==> src/hdl/rfae_pkg.sv <==
// Shared types and constants of the register file ALU executor.
`default_nettype none
package rfae_pkg;

  localparam int DATA_W    = 32;
  localparam int REG_IDX_W = 3;
  localparam int IMM_W     = 25;
  localparam int BYTE_W    = 8;
  localparam int ERR_W     = 2;
  localparam int CNT_W     = $clog2(DATA_W);

  typedef enum logic [2:0] {
    OP_CMOV,
    OP_ADD,
    OP_MUL,
    OP_DIV,
    OP_NAND,
    OP_LOADVAL,
    OP_OUTPUT,
    OP_INPUT
  } op_e;

  typedef enum logic [ERR_W-1:0] {
    ERR_NONE,
    ERR_DIV_ZERO,
    ERR_OUT_RANGE
  } err_e;

  typedef enum logic [1:0] {
    S_IDLE,
    S_LOAD,
    S_EXEC,
    S_DONE
  } state_e;

  typedef struct packed {
    logic start;
    op_e  op;
  } alu_ctrl_t;

  typedef struct packed {
    logic busy;
    logic last;
  } alu_stat_t;

  typedef struct packed {
    logic                 wrote;
    logic [REG_IDX_W-1:0] write_index;
    logic [DATA_W-1:0]    write_value;
    logic                 out_valid;
    logic [BYTE_W-1:0]    out_byte;
    err_e                 error_code;
  } res_t;

endpackage
`default_nettype wire

==> src/hdl/rfae_if.sv <==
// Instruction and result channel interfaces.
`default_nettype none
interface rfae_in_if;
  logic                           valid;
  logic                           ready;
  logic [2:0]                     mode;
  logic [rfae_pkg::REG_IDX_W-1:0] reg_a;
  logic [rfae_pkg::REG_IDX_W-1:0] reg_b;
  logic [rfae_pkg::REG_IDX_W-1:0] reg_c;
  logic [rfae_pkg::IMM_W-1:0]     load_value;
  logic [rfae_pkg::BYTE_W-1:0]    input_byte;
  logic                           input_end;

  modport source (output valid, mode, reg_a, reg_b, reg_c, load_value, input_byte,
                  input_end, input ready);
  modport sink (input valid, mode, reg_a, reg_b, reg_c, load_value, input_byte,
                input_end, output ready);
endinterface

interface rfae_out_if;
  logic                           valid;
  logic                           ready;
  logic                           wrote;
  logic [rfae_pkg::REG_IDX_W-1:0] write_index;
  logic [rfae_pkg::DATA_W-1:0]    write_value;
  logic                           out_valid;
  logic [rfae_pkg::BYTE_W-1:0]    out_byte;
  logic [rfae_pkg::ERR_W-1:0]     error_code;

  modport source (output valid, wrote, write_index, write_value, out_valid, out_byte,
                  error_code, input ready);
  modport sink (input valid, wrote, write_index, write_value, out_valid, out_byte,
                error_code, output ready);
endinterface
`default_nettype wire

==> src/hdl/rfae_regfile.sv <==
// Register file: storage array, per-entry valid bits, two registered read ports.
`default_nettype none
module rfae_regfile #(
  parameter int NUM_REGS = 8
) (
  input  wire logic                           clk_i,
  input  wire logic                           rst_ni,
  input  wire logic                           rd_en_i,
  input  wire logic [rfae_pkg::REG_IDX_W-1:0] rd_b_idx_i,
  input  wire logic [rfae_pkg::REG_IDX_W-1:0] rd_c_idx_i,
  output      logic [rfae_pkg::DATA_W-1:0]    rd_b_o,
  output      logic [rfae_pkg::DATA_W-1:0]    rd_c_o,
  input  wire logic                           we_i,
  input  wire logic [rfae_pkg::REG_IDX_W-1:0] wr_idx_i,
  input  wire logic [rfae_pkg::DATA_W-1:0]    wr_data_i
);

  localparam int AW = $clog2(NUM_REGS);

  logic [rfae_pkg::DATA_W-1:0] mem_q [NUM_REGS];
  logic [NUM_REGS-1:0]         vld_q;
  logic [rfae_pkg::DATA_W-1:0] rdb_q, rdc_q;
  logic                        rdb_ok_q, rdc_ok_q;

  logic [AW-1:0] b_addr, c_addr, w_addr;
  logic          b_in, c_in;

  assign b_addr = rd_b_idx_i[AW-1:0];
  assign c_addr = rd_c_idx_i[AW-1:0];
  assign w_addr = wr_idx_i[AW-1:0];
  assign b_in   = rd_b_idx_i < NUM_REGS;
  assign c_in   = rd_c_idx_i < NUM_REGS;

  always_ff @(posedge clk_i) begin
    if (we_i) begin
      mem_q[w_addr] <= wr_data_i;
    end
  end

  always_ff @(posedge clk_i or negedge rst_ni) begin
    if (!rst_ni) begin
      vld_q <= '0;
    end else if (we_i) begin
      vld_q[w_addr] <= 1'b1;
    end
  end

  always_ff @(posedge clk_i) begin
    if (rd_en_i) begin
      rdb_q <= mem_q[b_addr];
      rdc_q <= mem_q[c_addr];
    end
  end

  // never-written or out-of-range entries read as zero
  always_ff @(posedge clk_i or negedge rst_ni) begin
    if (!rst_ni) begin
      rdb_ok_q <= 1'b0;
      rdc_ok_q <= 1'b0;
    end else if (rd_en_i) begin
      rdb_ok_q <= b_in && vld_q[b_addr];
      rdc_ok_q <= c_in && vld_q[c_addr];
    end
  end

  assign rd_b_o = rdb_ok_q ? rdb_q : '0;
  assign rd_c_o = rdc_ok_q ? rdc_q : '0;

endmodule
`default_nettype wire

==> src/hdl/rfae_serial_alu.sv <==
// Bit-serial ALU: serial add and nand, shift-add multiply, restoring divide.
`default_nettype none
module rfae_serial_alu (
  input  wire logic                        clk_i,
  input  wire logic                        rst_ni,
  input  wire rfae_pkg::alu_ctrl_t         ctrl_i,
  input  wire logic [rfae_pkg::DATA_W-1:0] opb_i,
  input  wire logic [rfae_pkg::DATA_W-1:0] opc_i,
  output      logic [rfae_pkg::DATA_W-1:0] result_o,
  output      rfae_pkg::alu_stat_t         stat_o
);

  localparam int W = rfae_pkg::DATA_W;

  rfae_pkg::op_e               op_q;
  logic [W-1:0]                acc_q, opb_q, opc_q;
  logic                        carry_q;
  logic [rfae_pkg::CNT_W-1:0]  cnt_q;
  logic                        busy_q;
  logic                        last;

  // shared adder: acc + b for multiply, partial remainder - divisor for divide
  logic         is_div;
  logic [W:0]   add_x, add_y;
  logic [W+1:0] add_sum;
  logic         sum_bit, carry_d, nand_bit;

  assign is_div  = op_q == rfae_pkg::OP_DIV;
  assign add_x   = is_div ? {acc_q, opb_q[W-1]} : {1'b0, acc_q};
  assign add_y   = is_div ? ~{1'b0, opc_q} : {1'b0, opb_q};
  assign add_sum = {1'b0, add_x} + {1'b0, add_y} + {{(W+1){1'b0}}, is_div};

  assign sum_bit  = opb_q[0] ^ opc_q[0] ^ carry_q;
  assign carry_d  = (opb_q[0] & opc_q[0]) | (carry_q & (opb_q[0] ^ opc_q[0]));
  assign nand_bit = ~(opb_q[0] & opc_q[0]);

  assign last = busy_q && (cnt_q == rfae_pkg::CNT_W'(W - 1));

  always_ff @(posedge clk_i or negedge rst_ni) begin
    if (!rst_ni) begin
      busy_q <= 1'b0;
      cnt_q  <= '0;
    end else if (ctrl_i.start) begin
      busy_q <= 1'b1;
      cnt_q  <= '0;
    end else if (busy_q) begin
      cnt_q <= cnt_q + 1'b1;
      if (last) begin
        busy_q <= 1'b0;
      end
    end
  end

  always_ff @(posedge clk_i) begin
    if (ctrl_i.start) begin
      op_q    <= ctrl_i.op;
      acc_q   <= '0;
      opb_q   <= opb_i;
      opc_q   <= opc_i;
      carry_q <= 1'b0;
    end else if (busy_q) begin
      case (op_q)
        rfae_pkg::OP_ADD: begin
          acc_q   <= {sum_bit, acc_q[W-1:1]};
          carry_q <= carry_d;
          opb_q   <= {1'b0, opb_q[W-1:1]};
          opc_q   <= {1'b0, opc_q[W-1:1]};
        end
        rfae_pkg::OP_NAND: begin
          acc_q <= {nand_bit, acc_q[W-1:1]};
          opb_q <= {1'b0, opb_q[W-1:1]};
          opc_q <= {1'b0, opc_q[W-1:1]};
        end
        rfae_pkg::OP_MUL: begin
          if (opc_q[0]) begin
            acc_q <= add_sum[W-1:0];
          end
          opb_q <= {opb_q[W-2:0], 1'b0};
          opc_q <= {1'b0, opc_q[W-1:1]};
        end
        rfae_pkg::OP_DIV: begin
          // carry out set means no borrow: quotient bit is one
          acc_q <= add_sum[W+1] ? add_sum[W-1:0] : add_x[W-1:0];
          opb_q <= {opb_q[W-2:0], add_sum[W+1]};
        end
        default: begin
          acc_q <= acc_q;
        end
      endcase
    end
  end

  assign result_o    = is_div ? opb_q : acc_q;
  assign stat_o.busy = busy_q;
  assign stat_o.last = last;

endmodule
`default_nettype wire

==> src/hdl/register_file_alu_executor.sv <==
// Top level: instruction sequencer, result formation and output register.
//
// Executes one decoded instruction per transaction against a NUM_REGS x 32-bit
// register file that reads as zero after reset (per-entry valid bits, no
// clearing pass). Add, multiply, divide and nand run through a bit-serial ALU
// one bit per cycle. For these the sequencer accepts the instruction and
// issues the registered register read, loads the operands into the ALU, runs
// the 32-step loop of the serial ALU and then forms the result. Conditional
// move, load value, output and input skip the serial loop and go straight
// to result formation. Each instruction yields one result
// transaction; a pending result stalls the sequencer only when the next
// result is ready before the previous one has been taken. Register writes
// land when the result is loaded into the output register, so a following
// instruction always sees them. Writes to indices at or beyond NUM_REGS are
// dropped and reported as no write.
`default_nettype none
module register_file_alu_executor #(
  parameter int NUM_REGS = 8
) (
  input wire logic  clk_i,
  input wire logic  rst_ni,
  rfae_in_if.sink   in_i,
  rfae_out_if.source out_o
);

  localparam int W  = rfae_pkg::DATA_W;
  localparam int IW = rfae_pkg::REG_IDX_W;

  rfae_pkg::state_e state_q, state_d;

  // captured instruction
  rfae_pkg::op_e                mode_q;
  logic [IW-1:0]                ra_q, rc_q;
  logic [rfae_pkg::IMM_W-1:0]   imm_q;
  logic [rfae_pkg::BYTE_W-1:0]  ib_q;
  logic                         iend_q;

  logic                         in_fire;
  logic                         in_ready;
  logic                         done_fire;
  logic                         serial_op;

  logic [W-1:0]                 vb, vc, alu_res;
  rfae_pkg::alu_ctrl_t          alu_ctrl;
  rfae_pkg::alu_stat_t          alu_stat;

  logic                         out_vld_q;
  rfae_pkg::res_t               out_q, res;

  // raw result before the range check on the destination
  logic                         wr_req;
  logic [IW-1:0]                wr_idx;
  logic [W-1:0]                 wr_val;
  logic                         wr_ok;
  logic                         rf_we;

  assign in_fire = in_i.valid && in_i.ready;

  rfae_regfile #(
    .NUM_REGS (NUM_REGS)
  ) u_regfile (
    .clk_i      (clk_i),
    .rst_ni     (rst_ni),
    .rd_en_i    (in_fire),
    .rd_b_idx_i (in_i.reg_b),
    .rd_c_idx_i (in_i.reg_c),
    .rd_b_o     (vb),
    .rd_c_o     (vc),
    .we_i       (rf_we),
    .wr_idx_i   (wr_idx),
    .wr_data_i  (wr_val)
  );

  rfae_serial_alu u_alu (
    .clk_i    (clk_i),
    .rst_ni   (rst_ni),
    .ctrl_i   (alu_ctrl),
    .opb_i    (vb),
    .opc_i    (vc),
    .result_o (alu_res),
    .stat_o   (alu_stat)
  );

  always_ff @(posedge clk_i) begin
    if (in_fire) begin
      mode_q <= rfae_pkg::op_e'(in_i.mode);
      ra_q   <= in_i.reg_a;
      rc_q   <= in_i.reg_c;
      imm_q  <= in_i.load_value;
      ib_q   <= in_i.input_byte;
      iend_q <= in_i.input_end;
    end
  end

  always_comb begin
    unique case (mode_q) inside
      rfae_pkg::OP_ADD, rfae_pkg::OP_MUL, rfae_pkg::OP_DIV, rfae_pkg::OP_NAND: begin
        serial_op = 1'b1;
      end
      default: begin
        serial_op = 1'b0;
      end
    endcase
  end

  // ---- sequencer: next state ----
  always_comb begin
    state_d = state_q;
    unique case (state_q)
      rfae_pkg::S_IDLE: begin
        if (in_fire) state_d = rfae_pkg::S_LOAD;
      end
      rfae_pkg::S_LOAD: begin
        state_d = serial_op ? rfae_pkg::S_EXEC : rfae_pkg::S_DONE;
      end
      rfae_pkg::S_EXEC: begin
        if (alu_stat.last) state_d = rfae_pkg::S_DONE;
      end
      rfae_pkg::S_DONE: begin
        if (done_fire) state_d = rfae_pkg::S_IDLE;
      end
      default: begin
        state_d = rfae_pkg::S_IDLE;
      end
    endcase
  end

  // ---- sequencer: outputs ----
  always_comb begin
    in_ready       = 1'b0;
    alu_ctrl.start = 1'b0;
    alu_ctrl.op    = mode_q;
    done_fire      = 1'b0;
    unique case (state_q)
      rfae_pkg::S_IDLE: begin
        in_ready = 1'b1;
      end
      rfae_pkg::S_LOAD: begin
        alu_ctrl.start = serial_op;
      end
      rfae_pkg::S_EXEC: begin
        in_ready = 1'b0;
      end
      rfae_pkg::S_DONE: begin
        // output register free, or being emptied this cycle
        done_fire = !out_vld_q || out_o.ready;
      end
      default: begin
        in_ready = 1'b0;
      end
    endcase
  end

  always_ff @(posedge clk_i or negedge rst_ni) begin
    if (!rst_ni) begin
      state_q <= rfae_pkg::S_IDLE;
    end else begin
      state_q <= state_d;
    end
  end

  assign in_i.ready = in_ready;

  // ---- result formation ----
  always_comb begin
    wr_req         = 1'b0;
    wr_idx         = ra_q;
    wr_val         = alu_res;
    res.out_valid  = 1'b0;
    res.out_byte   = '0;
    res.error_code = rfae_pkg::ERR_NONE;
    unique case (mode_q) inside
      rfae_pkg::OP_CMOV: begin
        wr_req = vc != '0;
        wr_val = vb;
      end
      rfae_pkg::OP_ADD, rfae_pkg::OP_MUL, rfae_pkg::OP_NAND: begin
        wr_req = 1'b1;
      end
      rfae_pkg::OP_DIV: begin
        if (vc == '0) begin
          res.error_code = rfae_pkg::ERR_DIV_ZERO;
        end else begin
          wr_req = 1'b1;
        end
      end
      rfae_pkg::OP_LOADVAL: begin
        wr_req = 1'b1;
        wr_val = {{(W - rfae_pkg::IMM_W){1'b0}}, imm_q};
      end
      rfae_pkg::OP_OUTPUT: begin
        if (vc[W-1:rfae_pkg::BYTE_W] != '0) begin
          res.error_code = rfae_pkg::ERR_OUT_RANGE;
        end else begin
          res.out_valid = 1'b1;
          res.out_byte  = vc[rfae_pkg::BYTE_W-1:0];
        end
      end
      rfae_pkg::OP_INPUT: begin
        wr_req = 1'b1;
        wr_idx = rc_q;
        wr_val = iend_q ? '1 : {{(W - rfae_pkg::BYTE_W){1'b0}}, ib_q};
      end
      default: begin
        wr_req = 1'b0;
      end
    endcase
    wr_ok           = wr_req && (wr_idx < NUM_REGS);
    res.wrote       = wr_ok;
    res.write_index = wr_ok ? wr_idx : '0;
    res.write_value = wr_ok ? wr_val : '0;
  end

  assign rf_we = done_fire && wr_ok;

  // ---- output register ----
  always_ff @(posedge clk_i or negedge rst_ni) begin
    if (!rst_ni) begin
      out_vld_q <= 1'b0;
    end else if (done_fire) begin
      out_vld_q <= 1'b1;
    end else if (out_o.ready) begin
      out_vld_q <= 1'b0;
    end
  end

  always_ff @(posedge clk_i) begin
    if (done_fire) begin
      out_q <= res;
    end
  end

  assign out_o.valid       = out_vld_q;
  assign out_o.wrote       = out_q.wrote;
  assign out_o.write_index = out_q.write_index;
  assign out_o.write_value = out_q.write_value;
  assign out_o.out_valid   = out_q.out_valid;
  assign out_o.out_byte    = out_q.out_byte;
  assign out_o.error_code  = out_q.error_code;

  // ---- assertions ----
  a_exec_busy: assert property (@(posedge clk_i) disable iff (!rst_ni)
    state_q == rfae_pkg::S_EXEC |-> alu_stat.busy)
    else $error("sequencer in execute while serial ALU is idle");

  a_accept_load: assert property (@(posedge clk_i) disable iff (!rst_ni)
    in_fire |=> state_q == rfae_pkg::S_LOAD)
    else $error("accepted instruction did not start register read");

  a_we_range: assert property (@(posedge clk_i) disable iff (!rst_ni)
    rf_we |-> (wr_idx < NUM_REGS))
    else $error("register write beyond register count");

  a_err_no_write: assert property (@(posedge clk_i) disable iff (!rst_ni)
    out_o.valid |-> !(out_o.wrote && (out_o.error_code != rfae_pkg::ERR_NONE)))
    else $error("result reports both a write and an error");

  a_write_xor_byte: assert property (@(posedge clk_i) disable iff (!rst_ni)
    out_o.valid |-> !(out_o.wrote && out_o.out_valid))
    else $error("result reports both a write and an output byte");

endmodule
`default_nettype wire
==> src/flat_wrapper.sv <==
// flat-port wrapper written by rule: the top's interface ports become plain ports
module register_file_alu_executor_flat 
#(
  parameter int NUM_REGS = 8
)
  (clk_i, rst_ni, in_i_valid, in_i_mode, in_i_reg_a, in_i_reg_b, in_i_reg_c, in_i_load_value, in_i_input_byte, in_i_input_end, in_i_ready, out_o_valid, out_o_wrote, out_o_write_index, out_o_write_value, out_o_out_valid, out_o_out_byte, out_o_error_code, out_o_ready);
  rfae_in_if in_i_i ();
  rfae_out_if out_o_i ();
  input wire logic clk_i;
  input wire logic rst_ni;
  input wire logic [$bits(in_i_i.valid)-1:0] in_i_valid;
  input wire logic [$bits(in_i_i.mode)-1:0] in_i_mode;
  input wire logic [$bits(in_i_i.reg_a)-1:0] in_i_reg_a;
  input wire logic [$bits(in_i_i.reg_b)-1:0] in_i_reg_b;
  input wire logic [$bits(in_i_i.reg_c)-1:0] in_i_reg_c;
  input wire logic [$bits(in_i_i.load_value)-1:0] in_i_load_value;
  input wire logic [$bits(in_i_i.input_byte)-1:0] in_i_input_byte;
  input wire logic [$bits(in_i_i.input_end)-1:0] in_i_input_end;
  output wire logic [$bits(in_i_i.ready)-1:0] in_i_ready;
  output wire logic [$bits(out_o_i.valid)-1:0] out_o_valid;
  output wire logic [$bits(out_o_i.wrote)-1:0] out_o_wrote;
  output wire logic [$bits(out_o_i.write_index)-1:0] out_o_write_index;
  output wire logic [$bits(out_o_i.write_value)-1:0] out_o_write_value;
  output wire logic [$bits(out_o_i.out_valid)-1:0] out_o_out_valid;
  output wire logic [$bits(out_o_i.out_byte)-1:0] out_o_out_byte;
  output wire logic [$bits(out_o_i.error_code)-1:0] out_o_error_code;
  input wire logic [$bits(out_o_i.ready)-1:0] out_o_ready;
  assign in_i_i.valid = in_i_valid;
  assign in_i_i.mode = in_i_mode;
  assign in_i_i.reg_a = in_i_reg_a;
  assign in_i_i.reg_b = in_i_reg_b;
  assign in_i_i.reg_c = in_i_reg_c;
  assign in_i_i.load_value = in_i_load_value;
  assign in_i_i.input_byte = in_i_input_byte;
  assign in_i_i.input_end = in_i_input_end;
  assign in_i_ready = in_i_i.ready;
  assign out_o_valid = out_o_i.valid;
  assign out_o_wrote = out_o_i.wrote;
  assign out_o_write_index = out_o_i.write_index;
  assign out_o_write_value = out_o_i.write_value;
  assign out_o_out_valid = out_o_i.out_valid;
  assign out_o_out_byte = out_o_i.out_byte;
  assign out_o_error_code = out_o_i.error_code;
  assign out_o_i.ready = out_o_ready;
  register_file_alu_executor #(.NUM_REGS(NUM_REGS)) u_core (.clk_i(clk_i), .rst_ni(rst_ni), .in_i(in_i_i), .out_o(out_o_i));
endmodule
==> config.mk <==
export PLATFORM = sky130hd
export DESIGN_NAME = register_file_alu_executor_flat
export DESIGN_NICKNAME = d
export VERILOG_FILES = /design/src/hdl/rfae_pkg.sv /design/src/hdl/rfae_if.sv /design/src/hdl/rfae_regfile.sv /design/src/hdl/rfae_serial_alu.sv /design/src/hdl/register_file_alu_executor.sv /design/src/flat_wrapper.sv
export SDC_FILE = /design/constraint.sdc
export NUM_CORES = 1
export LEC_CHECK = 0
export BUFFER_PORTS_ARGS = -buffer_cell sky130_fd_sc_hd__buf_2
export CORE_UTILIZATION = 35
export DETAILED_ROUTE_END_ITERATION = 6
export GPL_TIMING_DRIVEN = 0
export MAX_ROUTING_LAYER = met4
export SLEW_MARGIN = 25
export SYNTH_ARGS = -nofsm -noshare
export SYNTH_HDL_FRONTEND = slang
export SYNTH_HIERARCHICAL = 1
export SYNTH_SLANG_ARGS = --single-unit
==> constraint.sdc <==
create_clock -name clk_i -period 12.1 [get_ports clk_i]
set_input_delay 0.605 -clock clk_i [delete_from_list [all_inputs] [get_ports clk_i]]
set_output_delay 0.605 -clock clk_i [all_outputs]
set_load 0.1 [all_outputs]
==> results_tabular.tex <==
\begin{tabular}{lr}
\hline
Metric & Value \\
\hline
\multicolumn{2}{l}{\textbf{Worst setup path}} \\
\quad Stages on the worst setup path & 16 \\
\quad Data arrival at the endpoint of the critical path & 6.42 ns \\
\quad Crit path kind & reg2reg \\
\quad Critical path's largest stage delay & 0.59 ns \\
\quad Slack of the worst reg-to-reg path & 6.15 ns \\
\quad Startpoint Class & flop \\
\quad Worst path required time & 12.57 ns \\
\quad Critical-path cell with the highest stage delay & sky130\_fd\_sc\_hd\_\_clkbuf\_1 \\
\quad Biggest fanout along the worst timing path & 10 \\
\quad Buf/Inv on CP & 2 \\
\quad Reg2Reg Launch Point & u\_core/u\_alu/op\_q[2]\$\_DFFE\_PP\_ \\
\quad Critical path endpoint category & flop \\
\quad R2R cell count & 16 \\
\quad Worst flop-to-flop path endpoint & u\_core/u\_alu/acc\_q[30]\$\_SDFFE\_PP0P\_ \\
\quad Series of cell instances along the critical path & nor2b\_1 > clkbuf\_1 > and2\_1 > clkbuf\_1 > nand2\_1 > and2\_1 > fa\_1 > fa\_1 > nand2b\_1 > a21oi\_1 > o211ai\_1 > a21oi\_1 > a311oi\_1 > or4\_1 > nand3\_1 > a211oi\_1 \\
\quad Cell family with most CP delay & simple AND/OR/NAND/NOR gates \\
\multicolumn{2}{l}{\textbf{GRT}} \\
\quad Vias in the first global route & 18200 \\
\quad Busiest grt layer & met2 \\
\quad Total global-route track usage & 20.4\% \\
\quad Met1 Track Usage GR & 27.0\% \\
\quad Met2 Use GR & 33.3\% \\
\quad Pin count of the biggest net entering global routing & 45 \\
\quad GRT met3 Usage & 2.15\% \\
\quad Initial antenna violation count & 0 \\
\quad Wire length of the first global-routing pass & 117 mm \\
\quad Aggregate global routing overflow & 0 \\
\multicolumn{2}{l}{\textbf{Power and ir drop}} \\
\quad Share of power burned in combinational logic & 42.1\% \\
\quad Pleak & 11.2 nW \\
\quad IR drop worst, VDD & 0.151 mV \\
\quad Total internal power & 4.75 mW \\
\quad Clock share of power & 21.2\% \\
\quad Share of total power consumed by net switching & 40.6\% \\
\quad Power per unit of standard cell area & 255 nW/um\^{}2 \\
\quad Sequential cell fraction of total power & 36.7\% \\
\quad Sw Pwr & 3.24 mW \\
\multicolumn{2}{l}{\textbf{Floorplanning}} \\
\quad Number of primary I/O pins & 99 \\
\quad Effective utilization at floorplan & 35.6\% \\
\quad Chip Height & 281 um \\
\quad Die X-Extent & 281 um \\
\quad Placement row count & 101 \\
\quad Area of the die & 78800 sq um \\
\quad Core Box Area & 76300 sq um \\
\multicolumn{2}{l}{\textbf{STA}} \\
\quad Final number of setup-violating endpoints & 0 \\
\quad Post-layout worst setup margin & 6.15 ns \\
\quad Max-slew violation count & 0 \\
\quad Worst-margin pin slew & 0.974 ns \\
\quad Maximum achievable frequency & 168 MHz \\
\quad Unrepaired setup endpoints after global routing & no \\
\quad Final Hold Violating Endpoints & 0 \\
\quad Slew HR & 33.2\% \\
\quad Clock skew & 0.0381 ns \\
\quad Setup TNS after final layout & 0 ns \\
\quad Time the final worst path needs with I/O delays and setup & 5.95 ns \\
\quad Share of the clock period used by the worst path after layout & 49.1\% \\
\multicolumn{2}{l}{\textbf{Finish}} \\
\quad Count of non-filler cells in the finished layout & 3251 \\
\quad Nets & 2270 \\
\quad Area growth from synthesis to final layout & 15.2\% \\
\quad Final-layout fill cell count & 7071 \\
\quad Inserted Diodes & 0 \\
\quad Fraction of final layout cells sized beyond drive strength 1 & 24.5\% \\
\multicolumn{2}{l}{\textbf{Placed design}} \\
\quad Number of buffer cells added on primary ports & 95 \\
\quad Final HPWL from detailed placement & 58.4 mm \\
\quad Worst slack at placement & 6.10 ns \\
\quad Routability-driven placement congestion ratio & 0.934 \\
\quad Total placed cells including tap cells & 3152 \\
\multicolumn{2}{l}{\textbf{Clock network}} \\
\quad TritonCTS clock tree & yes \\
\quad Clock buffers created by TritonCTS & 54 \\
\quad Post\_cts resized & 0 \\
\quad Clock latency at the later pin of the worst-skew pair & 0.63 ns \\
\quad Root buffer selected by CTS & sky130\_fd\_sc\_hd\_\_clkbuf\_16 \\
\quad Post-CTS clock slew at the launch and capture registers of the worst setup and hold paths & 0.06 ns \\
\quad Sinks on the clock net & 529 \\
\quad H-tree depth & 2 \\
\quad Maximum buffer depth of the clock tree & 3 \\
\multicolumn{2}{l}{\textbf{Outcome}} \\
\quad Status & completed \\
\multicolumn{2}{l}{\textbf{Synthesis}} \\
\quad Total standard cell area after synthesis & 27200 sq um \\
\quad Mean instance size in the synthesized netlist & 13.6 sq um \\
\quad Cells after Synth & 2004 \\
\quad Synth warn & 6 \\
\quad Net Count, Synth & 2095 \\
\multicolumn{2}{l}{\textbf{Route}} \\
\quad Antenna-violating nets left & 0 \\
\quad DRC marker count from the first detailed-route iteration & 1582 \\
\quad Total number of vias & 18000 \\
\quad Sum of routed wire length over all layers & 78.0 mm \\
\quad Post-detailed-route via-to-cell ratio & 5.54 \\
\quad Drt first pass iters & 6 \\
\quad DRC & 0 \\
\quad Avg WL per Cell & 24.0 um \\
\multicolumn{2}{l}{\textbf{Job}} \\
\quad Count of max-cap constraint violations & 0 \\
\multicolumn{2}{l}{\textbf{Min path}} \\
\quad Endpoint, Worst Hold & u\_core/ra\_q[0]\$\_DFFE\_PP\_ \\
\quad Launch instance of the worst min-delay path & in\_i\_reg\_a[0] \\
\quad Classification of the worst-slack hold path & in2reg \\
\quad Worst hold stages & 1 \\
\hline
\end{tabular}
stage by stage:
step	hold slack (ns)	power [mW]	util, %	cell area [sq um]
final	0.150	7.98	41.0	31300
after detailed placement	0.449	6.28	38.7	29500
after global placement	0.450	6.17	37.9	28900
after floorplan	0.309	5.23	-	27200
after global routing	0.139	8.40	41.0	31300
after CTS	0.127	7.99	41.0	31300
cells in the final DEF, fill, tap and decap left out, drive strengths merged, types with 58 or more instances in the layout:
cell type,instances
o21ai,111
and2,82
edfxtp,477
mux2i,58
nand2,264
nor2,107
mux4,130
buf,174
mux2,99
clkbuf,134
layout make-up:
type	instances	area, sq um	area share (%)
Inverter	27	101	0.324
Clock inverter	36	397	1.27
Clock buffer	62	1380	4.41
Sequential cell	529	15500	49.4
Tap cell	1030	1290	4.12
Timing Repair Buffer	119	877	2.80
Multi-Input combinational cell	1318	11100	35.4
Buffer	130	726	2.32
sequential cells by signal (all words and copies together), names as in the netlist, 5 cells and up:
signal,cells
u_core/out_o.out_byte,8
u_core/u_regfile/vld_q,8
u_core/u_alu/opb_q,32
u_core/u_alu/acc_q,32
u_core/u_regfile/rdc_q,32
u_core/ib_q,8
u_core/imm_q,25
u_core/u_alu/cnt_q,5
u_core/u_regfile/mem_q,256
u_core/out_o.write_value,32
u_core/u_alu/opc_q,32
u_core/u_regfile/rdb_q,32
layer usage:
metal | wire [um] | share of wire [%]
met1 | 33500 | 43
met2 | 37800 | 49
met3 | 4410 | 5.7
met4 | 2290 | 2.9
met5 | 0 | 0
how the worst max path moves through the flow:
stage / start / endpoint / slack [ns]
3_3_place_gp: out_o_ready / u_core/u_regfile/vld_q[1]$_DFFE_PN0P_ / 3.51
6_report: u_core/u_alu/op_q[2]$_DFFE_PP_ / u_core/u_alu/acc_q[30]$_SDFFE_PP0P_ / 6.15
4_1_cts: u_core/u_alu/op_q[2]$_DFFE_PP_ / u_core/u_alu/acc_q[30]$_SDFFE_PP0P_ / 6.10
3_5_place_dp: u_core/u_alu/op_q[2]$_DFFE_PP_ / u_core/u_alu/acc_q[30]$_SDFFE_PP0P_ / 6.10
5_1_grt: u_core/u_alu/op_q[2]$_DFFE_PP_ / u_core/u_alu/acc_q[30]$_SDFFE_PP0P_ / 5.90
2_1_floorplan: u_core/out_o.valid$_DFFE_PN0P_ / u_core/u_regfile/mem_q[0][0]$_DFFE_PP_ / 6.86
power groups by stage:
stage	Sequential (mW)	Clock (mW)	Combinational, mW
final	2.93	1.69	3.36
after floorplan	3.20	0	2.02
after global placement	2.98	0	3.19
after global routing	2.97	1.78	3.64
after CTS	2.92	1.72	3.34
after detailed placement	2.96	0	3.33
timing repair:
| action | CTS | global route |
|---|---|---|
| hold buffers | 1 | 0 |
| hold endpoints to repair | 7 | 0 |
| setup buffers | 0 | 0 |
Power figures use the tool's default switching activity.
